## src/assert_macros.svh

```systemverilog
// Assertion macros shared by the RTL of the handle cache.
// Needs i_clk and i_rst_n in scope at the place of use.
`ifndef ASSERT_MACROS_SVH
`define ASSERT_MACROS_SVH

// same-cycle implication, held off during reset
`define MHC_ASSERT_IMP(label, ante, cons) \
    label: assert property (@(posedge i_clk) disable iff (!i_rst_n) (ante) |-> (cons)) \
        else $error("mhc assertion failed");

// next-cycle implication, held off during reset
`define MHC_ASSERT_NXT(label, ante, cons) \
    label: assert property (@(posedge i_clk) disable iff (!i_rst_n) (ante) |=> (cons)) \
        else $error("mhc assertion failed");

`endif

```

## src/mhc_pkg.sv

```systemverilog
// Types, codes and default sizes for the magazine handle cache.
// No dependencies; used by mhc_ctrl, mhc_datapath and the top level.
package mhc_pkg;

    localparam int NUM_REQUESTERS = 4;
    localparam int MAG_SLOTS      = 16;
    localparam int DEPOT_MAGS     = 8;
    localparam int HANDLE_BITS    = 32;

    localparam int CAP_MIN    = 4;
    localparam int CAP_MAX    = 128;
    localparam int CFG_CAP_W  = 5;
    localparam int CFG_LIM_W  = 16;
    localparam int CFG_DATA_W = 16;
    localparam int CFG_IDX_W  = 1;
    localparam int OUT_W      = 18;

    localparam logic [CFG_CAP_W-1:0] CAP_RESET = 5'd16;
    localparam logic [OUT_W-1:0]     OUT_MAX   = 18'h3FFFF;

    // configuration register indexes
    localparam logic [CFG_IDX_W-1:0] CFG_CAPACITY  = 1'b0;
    localparam logic [CFG_IDX_W-1:0] CFG_OBJ_LIMIT = 1'b1;

    typedef enum logic [1:0] {
        CMD_GET     = 2'd0,
        CMD_PUT     = 2'd1,
        CMD_FAIL    = 2'd2,
        CMD_DISCARD = 2'd3
    } t_cmd;

    typedef enum logic [2:0] {
        ST_HIT     = 3'd0,
        ST_ALLOC   = 3'd1,
        ST_EXHAUST = 3'd2,
        ST_STORED  = 3'd3,
        ST_FREE    = 3'd4,
        ST_ADJ     = 3'd5
    } t_status;

    // what the decision cycle does
    typedef enum logic [3:0] {
        ACT_NONE,
        ACT_USE_L,
        ACT_USE_B,
        ACT_DEPOT_GET,
        ACT_DEPOT_PUT,
        ACT_BACKEND,
        ACT_EXHAUST,
        ACT_FREE,
        ACT_ADJ
    } t_act;

    typedef enum logic [2:0] {
        S_IDLE,
        S_RDL,
        S_RDB,
        S_DEC,
        S_SLOT,
        S_RES
    } t_state;

    typedef struct packed {
        logic capture;
        logic rd_l;
        logic rd_b;
        logic dec;
        t_act act;
        logic slot;
        logic load_out;
    } t_ctl;

    typedef struct packed {
        t_cmd cmd;
        logic fl_zero;
        logic fb_zero;
        logic fl_lt_cap;
        logic fb_lt_cap;
        logic full_any;
        logic empty_any;
        logic under_limit;
        logic out_free;
    } t_sts;

endpackage

```

## src/mhc_ctrl.sv

```systemverilog
// Sequencer of the handle cache: walks one request through its steps.
// Depends on mhc_pkg; drives the datapath by mhc_pkg::t_ctl.
module mhc_ctrl (
    input  logic          i_clk,
    input  logic          i_rst_n,
    input  logic          i_in_valid,
    output logic          o_in_ready,
    input  mhc_pkg::t_sts i_sts,
    output mhc_pkg::t_ctl o_ctl
);
    mhc_pkg::t_state r_state, n_state;

    always_ff @(posedge i_clk) begin
        if (!i_rst_n) begin
            r_state <= mhc_pkg::S_IDLE;
        end else begin
            r_state <= n_state;
        end
    end

    always_comb begin
        n_state    = r_state;
        o_ctl      = '0;
        o_ctl.act  = mhc_pkg::ACT_NONE;
        o_in_ready = 1'b0;
        case (r_state)
            mhc_pkg::S_IDLE: begin
                o_in_ready    = 1'b1;
                o_ctl.capture = i_in_valid;
                if (i_in_valid) begin
                    n_state = mhc_pkg::S_RDL;
                end
            end
            mhc_pkg::S_RDL: begin
                o_ctl.rd_l = 1'b1;
                if (i_sts.cmd == mhc_pkg::CMD_GET || i_sts.cmd == mhc_pkg::CMD_PUT) begin
                    n_state = mhc_pkg::S_RDB;
                end else begin
                    n_state = mhc_pkg::S_DEC;
                end
            end
            mhc_pkg::S_RDB: begin
                o_ctl.rd_b = 1'b1;
                n_state    = mhc_pkg::S_DEC;
            end
            mhc_pkg::S_DEC: begin
                o_ctl.dec = 1'b1;
                case (i_sts.cmd)
                    mhc_pkg::CMD_GET: begin
                        if (!i_sts.fl_zero)        o_ctl.act = mhc_pkg::ACT_USE_L;
                        else if (!i_sts.fb_zero)   o_ctl.act = mhc_pkg::ACT_USE_B;
                        else if (i_sts.full_any)   o_ctl.act = mhc_pkg::ACT_DEPOT_GET;
                        else if (i_sts.under_limit) o_ctl.act = mhc_pkg::ACT_BACKEND;
                        else                       o_ctl.act = mhc_pkg::ACT_EXHAUST;
                    end
                    mhc_pkg::CMD_PUT: begin
                        if (i_sts.fl_lt_cap)       o_ctl.act = mhc_pkg::ACT_USE_L;
                        else if (i_sts.fb_lt_cap)  o_ctl.act = mhc_pkg::ACT_USE_B;
                        else if (i_sts.empty_any)  o_ctl.act = mhc_pkg::ACT_DEPOT_PUT;
                        else                       o_ctl.act = mhc_pkg::ACT_FREE;
                    end
                    mhc_pkg::CMD_FAIL: begin
                        o_ctl.act = mhc_pkg::ACT_ADJ;
                    end
                    default: begin
                        o_ctl.act = mhc_pkg::ACT_FREE;
                    end
                endcase
                if (o_ctl.act == mhc_pkg::ACT_USE_L || o_ctl.act == mhc_pkg::ACT_USE_B ||
                    o_ctl.act == mhc_pkg::ACT_DEPOT_GET ||
                    o_ctl.act == mhc_pkg::ACT_DEPOT_PUT) begin
                    n_state = mhc_pkg::S_SLOT;
                end else begin
                    n_state = mhc_pkg::S_RES;
                end
            end
            mhc_pkg::S_SLOT: begin
                o_ctl.slot = 1'b1;
                n_state    = mhc_pkg::S_RES;
            end
            mhc_pkg::S_RES: begin
                if (i_sts.out_free) begin
                    o_ctl.load_out = 1'b1;
                    n_state        = mhc_pkg::S_IDLE;
                end
            end
            default: begin
                n_state = mhc_pkg::S_IDLE;
            end
        endcase
    end
endmodule

```

## config.mk

```make
export PLATFORM = sky130hd
export DESIGN_NAME = mhc_ctrl
export DESIGN_NICKNAME = d
export VERILOG_FILES = /design/src/assert_macros.svh /design/src/mhc_pkg.sv /design/src/mhc_ctrl.sv
export SDC_FILE = /design/constraint.sdc
export NUM_CORES = 1
export LEC_CHECK = 0
export BUFFER_PORTS_ARGS = -buffer_cell sky130_fd_sc_hd__buf_2
export CAP_MARGIN = 10
export CORE_AREA = 2 2 39 41
export DETAILED_ROUTE_END_ITERATION = 8
export DIE_AREA = 0 0 41 43
export HOLD_SLACK_MARGIN = 0.12
export PLACE_DENSITY_LB_ADDON = 0.15
export SLEW_MARGIN = 0
export SYNTH_ARGS = -nofsm -noshare
export SYNTH_HDL_FRONTEND = slang
export SYNTH_SLANG_ARGS = --single-unit
```

## constraint.sdc

```tcl
create_clock -name i_clk -period 1.7 [get_ports i_clk]
set_input_delay 0.17 -clock i_clk [delete_from_list [all_inputs] [get_ports i_clk]]
set_output_delay 0.17 -clock i_clk [all_outputs]
set_load 0.005 [all_outputs]
```

==> out/metrics.cfg, run 1 <==
[pwr]
combinationalPowerShare = 0.400
p_leak_nw = 0.2499
power_frac_clock = 0.308
ir_worst_vdd_mv = 0.2212
power_mw = 0.4103
p_seq_frac = 0.292
switchingPower_mw = 0.1462
power_density_nw_per_um2 = 793.9
switching_share = 0.3565
p_int_mw = 0.2640

[route]
drc = 0
first_iter_violations = 5
via_per_inst = 4.769
first_pass_iters = 2
routed_wl_um = 945
via_count = 434
avgRoutedWirePerCell_um = 10.38
drtAntennaViolNets = 0

[critical_path]
critPathRequiredTime_ns = 1.53
setup.worst_path.start = r_state[1]
worst-path-max-fanout = 9
cp-start-kind = register
crit_chain = and2b_1 > nand2_1 > nor2_1 > buf_2
reg2reg_from = r_state[0]
endpoint_kind = output pin
crit_type = register to output pin
worstPathArrival_ns = 1.33
r2r_cells = 4
reg2reg_to = r_state[0]
max_stage_delay_ns = 0.48
cp_slowest_cell = dfxtp_1
rrSetupSlack_ns = 0.41

[final_layout]
nNetsFinal = 89
layout_common_cells = 23 x buf_2, 5 x nor2_1, 4 x nor3_1, 4 x nor2b_1
final.fill_count = 165
drive_gt1_frac = 0.4000
reg_top3 = r_state x3
layout_commonest_cell = buf_2
largest-register = r_state
antenna_cells = 0
final_util = 0.3734
area_delta_synth_final_pct = 38.59
largest_register_ffs = 3

[clocking]
clock_latency_ns = 0.23
post_cts_resized = 0
cts_max_level = 1
clkSlewWorstSetupHoldPaths_ns = 0.04
cts_made_buffers = 3
cts_max_path_buffers = 2
clock-sinks = 3
cts_tree = built
hold_buffers = 0
clockRootBuffer = clkbuf_4
postCtsSetupRepairBufs = 0

[floorplan]
coreArea_um2 = 1384
die_height_um = 43
dieArea_um2 = 1763
rows = 14
initial_core_util = 0.2694
io_pins = 24
dieWidth_um = 41

[global_route]
grt_antenna_before_repair = 0
grt_pass1_wl_um = 1476
grt.overflow.total = 0
grt_pass1_vias = 387
grt_use_total = 0.1270
grt_max_degree = 13

[timing]
clock_skew_ns = 0.001522
fin_crit_ns = 1.498
setup_viol = 0
worst_hold_slack_ns = 0.1760
fin_crit_sh = 0.8810
slew_viol_final = 0
final-hold-violation-count = 0
fmax_ghz = 0.6677
setup_tns_ns = 0
maxSlewHeadroom = 0.7281
rsz0062_at_grt = no
tightest_slew_ns = 0.4014

[logic_synthesis]
ys_seq_area_frac = 0.1611
syn_nets = 64
synth_cell_types = 30
ys_ff_latch = 3
syn_area_um2 = 372.9
syn_inst = 51
avgSynthCellArea_um2 = 7.311
ys_warn_count = 0

[job]
drv_cap = 0

[outcome]
status = finished clean

[place]
io_buffers = 23
place.gp.congestion = 0.6408
dp_hpwl_um = 763.6

[min_path]
hp-class = input port to register
holdPathStages = 2
min_to = r_state[2]
min_from = i_rst_n

worst max-delay path: cells and delay by family (launching register included):
family / cells / cell delay (ns)
simple gates: 3 / 0.49
flops: 1 / 0.48
buf+inv: 1 / 0.12
metal layers:
metal,global-route usage,up-vias,wire [um]
met5,0,-,0
met4,0.1200,0,13
met3,0.01571,2,62
met2,0.2000,15,458
met1,0.1333,186,410
li1,-,231,-
stage by stage:
step,setup WS (ns),cells,area [um^2]
CTS,0.1869,91,516.7
global placement,0.3964,87,490.5
detailed placement,0.4039,87,490.5
finish,0.2023,91,516.7
global route,0.1022,91,516.7
floorplan,0.6178,51,372.9
synthesized netlist by cell type:
library cell  instances  area [um^2]
nor2_1                5        18.77
nor2b_1               4        25.02
nor3_1                4        20.02
a21oi_1               3        15.01
dfxtp_1               3        60.06
and2_1                2        12.51
buf_2                 2        10.01
nand2_1               2        7.510
nand2b_1              2        12.51
nor3b_1               2        15.01
o21ai_0               2        10.01
o21bai_1              2        15.01
a211oi_1              1        7.510
a22oi_2               1        12.51
a311oi_2              1        15.01
and2b_1               1        7.510
and3b_1               1        8.760
and4b_1               1        10.01
buf_4                 1        7.510
inv_1                 1        3.750
inv_2                 1        3.750
nand3_1               1        5.000
nand3b_1              1        7.510
nor3b_2               1        12.51
nor4b_1               1        8.760
o21a_1                1        7.510
o2bb2ai_1             1        8.760
o311ai_1              1        8.760
or2b_1                1        7.510
xnor2_1               1        8.760
power by group through the flow:
| stage | logic (mW) | clock network, mW | registers (mW) |
|---|---|---|---|
| after floorplan | 0.139 | 0 | 0.0895 |
| after global placement | 0.167 | 0 | 0.121 |
| after detailed placement | 0.167 | 0 | 0.121 |
| after CTS | 0.167 | 0.132 | 0.120 |
| after global routing | 0.187 | 0.141 | 0.123 |
| final | 0.164 | 0.126 | 0.120 |
cells by family after synthesis:
logic type	share of synthesized area
simple gates	0.4799
buf+inv	0.06710
compound gates	0.2684
xor+xnor	0.02349
flops	0.1611
how the worst max path moves through the flow:
stage,end,slack (ns)
after global placement,r_state[0],0.40
after floorplan,r_state[0],0.62
final,o_ctl[4],0.20
after global routing,o_ctl[2],0.10
after CTS,o_ctl[5],0.19
after detailed placement,r_state[0],0.40
area by class of cell:
cell class	count	area, um^2	area share
clock buffer	4	26.28	0.05085
inverter	2	7.507	0.01453
multi-input combinational	43	287.8	0.5569
sequential	3	60.06	0.1162
tap	16	20.02	0.03874
timing repair buffer	23	115.1	0.2228
Power figures use the tool's default switching activity.
==> run 2, diff against run 1 <==
--- a/config.mk
+++ b/config.mk
@@ -5,14 +5,13 @@
 export SDC_FILE = /design/constraint.sdc
 export NUM_CORES = 1
 export LEC_CHECK = 0
-export BUFFER_PORTS_ARGS = -buffer_cell sky130_fd_sc_hd__buf_2
 export CAP_MARGIN = 10
 export CORE_AREA = 2 2 39 41
 export DETAILED_ROUTE_END_ITERATION = 8
 export DIE_AREA = 0 0 41 43
+export DONT_BUFFER_PORTS = 1
 export HOLD_SLACK_MARGIN = 0.12
 export PLACE_DENSITY_LB_ADDON = 0.15
-export SLEW_MARGIN = 0
 export SYNTH_ARGS = -nofsm -noshare
 export SYNTH_HDL_FRONTEND = slang
 export SYNTH_SLANG_ARGS = --single-unit
==> run 2 against run 1 <==
Combinational power down 29%. Non-clock buffer count fell by 22. Critical path depth shrank 1. Via count is 15% lower. Flip-flop and latch count unchanged. Hold slack improved by 0.067 ns. Highest routed layer is now met3.
==> out/metrics.cfg, run 2 (same netlist as run 1, synthesis figures left out) <==
[outcome]
status = finished clean

[place]
dp_hpwl_um = 736.4  ; -3.6%
io_buffers = 0  ; -100%
place.gp.congestion = 0.6030  ; -5.9%

[route]
dr_wl_met3_um = 101  ; +63%
first_pass_iters = 1  ; -1
wl_met2_um = 438  ; -4.4%
top_layer = met3
met1_length_um = 378  ; -7.8%
via_per_inst = 5.333  ; +12%
via_count = 368  ; -15%
drc = 0  ; unchanged
first_iter_violations = 0  ; -5
drtAntennaViolNets = 0  ; unchanged
routed_wl_um = 918  ; -2.9%
avgRoutedWirePerCell_um = 13.30  ; +28%

[final_layout]
multi_input_area_um2 = 287.8  ; unchanged
final.fill_count = 166  ; +0.61%
layout_commonest_cell = nor2_1
layout_common_cells = 5 x nor2_1, 4 x nor3_1, 4 x nor2b_1
largest-register = r_state
nNetsFinal = 67  ; -25%
reg_top3 = r_state x3
register_area_um2 = 60.06  ; unchanged
largest_register_ffs = 3  ; unchanged
antenna_cells = 0  ; unchanged
drive_gt1_frac = 0.1321  ; -0.2679
area_delta_synth_final_pct = 10.40

[clocking]
cts_max_path_buffers = 2  ; unchanged
clock_latency_ns = 0.24  ; about the same
cts_tree = built
cts_made_buffers = 3  ; unchanged
clock-sinks = 3  ; unchanged
clockRootBuffer = clkbuf_4
cts_max_level = 1  ; unchanged
clkSlewWorstSetupHoldPaths_ns = 0.04  ; about the same

[job]
drv_cap = 0  ; unchanged

[critical_path]
worstPathArrival_ns = 1.26  ; -0.07 ns
cp.depth = 3  ; -1
worst-path-max-fanout = 9  ; unchanged
r2r_cells = 4  ; unchanged
endpoint_kind = output pin
crit_family = simple AND/OR/NAND/NOR gates
cp-start-kind = register
max_stage_delay_ns = 0.48  ; about the same
critPathRequiredTime_ns = 1.53  ; about the same
crit_type = register to output pin
crit_chain = and2b_1 > nand2_1 > nor2_1
cp_num_buf_inv = 0  ; -1
cp_slowest_cell = dfxtp_1

[global_route]
grt_pass1_vias = 363  ; -6.2%
grt_use_total = 0.1189  ; -0.008119
grt.overflow.total = 0  ; unchanged
grt_antenna_before_repair = 0  ; unchanged
grt_pass1_wl_um = 1386  ; -6.1%
grt_max_degree = 13  ; unchanged

[floorplan]
die_height_um = 43  ; unchanged
dieWidth_um = 41  ; unchanged
initial_core_util = 0.2694  ; unchanged
dieArea_um2 = 1763  ; unchanged
coreArea_um2 = 1384  ; unchanged
rows = 14  ; unchanged
io_pins = 24  ; unchanged

[timing]
final-hold-violation-count = 0  ; unchanged
fin_crit_ns = 1.426  ; -0.07159 ns
fin_crit_sh = 0.8389  ; -0.04211
clock_skew_ns = 0.006650  ; +0.005127 ns
fmax_ghz = 0.7012  ; +5.0%
maxSlewHeadroom = 0.7363  ; +0.008150
setup_viol = 0  ; unchanged
tightest_slew_ns = 0.3894  ; -0.01204 ns
slew_viol_final = 0  ; unchanged
rsz0062_at_grt = no
setup_tns_ns = 0  ; unchanged

[pwr]
ir_worst_vdd_mv = 0.3384  ; +53%
power_density_nw_per_um2 = 887.7  ; +12%
power_mw = 0.3654  ; -11%
p_leak_nw = 0.1497  ; -40%

[min_path]
hp-class = input port to register
holdPathStages = 2  ; unchanged

==> run 2: cell types whose count changed in the layout (fill, tap and decap cells not counted), sizes merged <==
cell / before / now
buf: 23 / 0
dlygate4sd3: 0 / 1
==> run 2: cell type report <==
class | instances | share of cell area
repair buffers | 1 | 0.02432
multi-input cells | 43 | 0.6991
clock buffers | 4 | 0.06383
well taps | 16 | 0.04863
flip-flops and latches | 3 | 0.1459
inverters | 2 | 0.01824
==> run 2: path summary, 6_finish.rpt <==
check              from    endpoint  slack (ns)
max reg2reg  r_state[0]  r_state[0]        0.41
max          r_state[1]    o_ctl[4]        0.27
min            i_sts[8]  r_state[0]        0.24
min reg2reg  r_state[2]  r_state[1]        0.65
==> run 2: worst register-to-register path, cell delays in order (launching register included) <==
cell	delay, ns
dfxtp_1	0.52
a21oi_1	0.10
and2_1	0.19
a211oi_1	0.27
a311oi_2	0.07
==> run 2: metal layers <==
layer,track usage,vias to the layer above
met4,0.04000,0
met5,0,-
li1,-,186
met3,0.07853,0
met2,0.1813,18
met1,0.1266,164
==> run 2: metrics by stage <==
| stage | hold WS [ns] | utilization | area (um^2) | setup slack, ns | std cells |
|---|---|---|---|---|---|
| CTS | 0.2517 | 0.2975 | 411.6 | 0.2398 | 69 |
| floorplan | 0.2875 | - | 372.9 | 0.6178 | 51 |
| finish | 0.2426 | 0.2975 | 411.6 | 0.2738 | 69 |
| detailed placement | 0.2919 | 0.2712 | 375.4 | 0.3963 | 64 |
| global placement | 0.2892 | 0.2712 | 375.4 | 0.4070 | 64 |
| global route | 0.2664 | 0.2975 | 411.6 | 0.1492 | 69 |
==> run 2: repair_timing <==
action / in CTS / in global routing
hold endpoints to repair: 3 / 0
resized for setup: 0 / 0
setup buffers: 0 / 0
hold buffers: 1 / 0
==> run 2: where the power goes <==
| part | switching (mW) | leakage [nW] | internal (mW) |
|---|---|---|---|
| logic | 0.0552 | 0.110 | 0.0616 |
| clock network | 0.0407 | 0.0150 | 0.0882 |
| registers | 0.0351 | 0.0247 | 0.0847 |
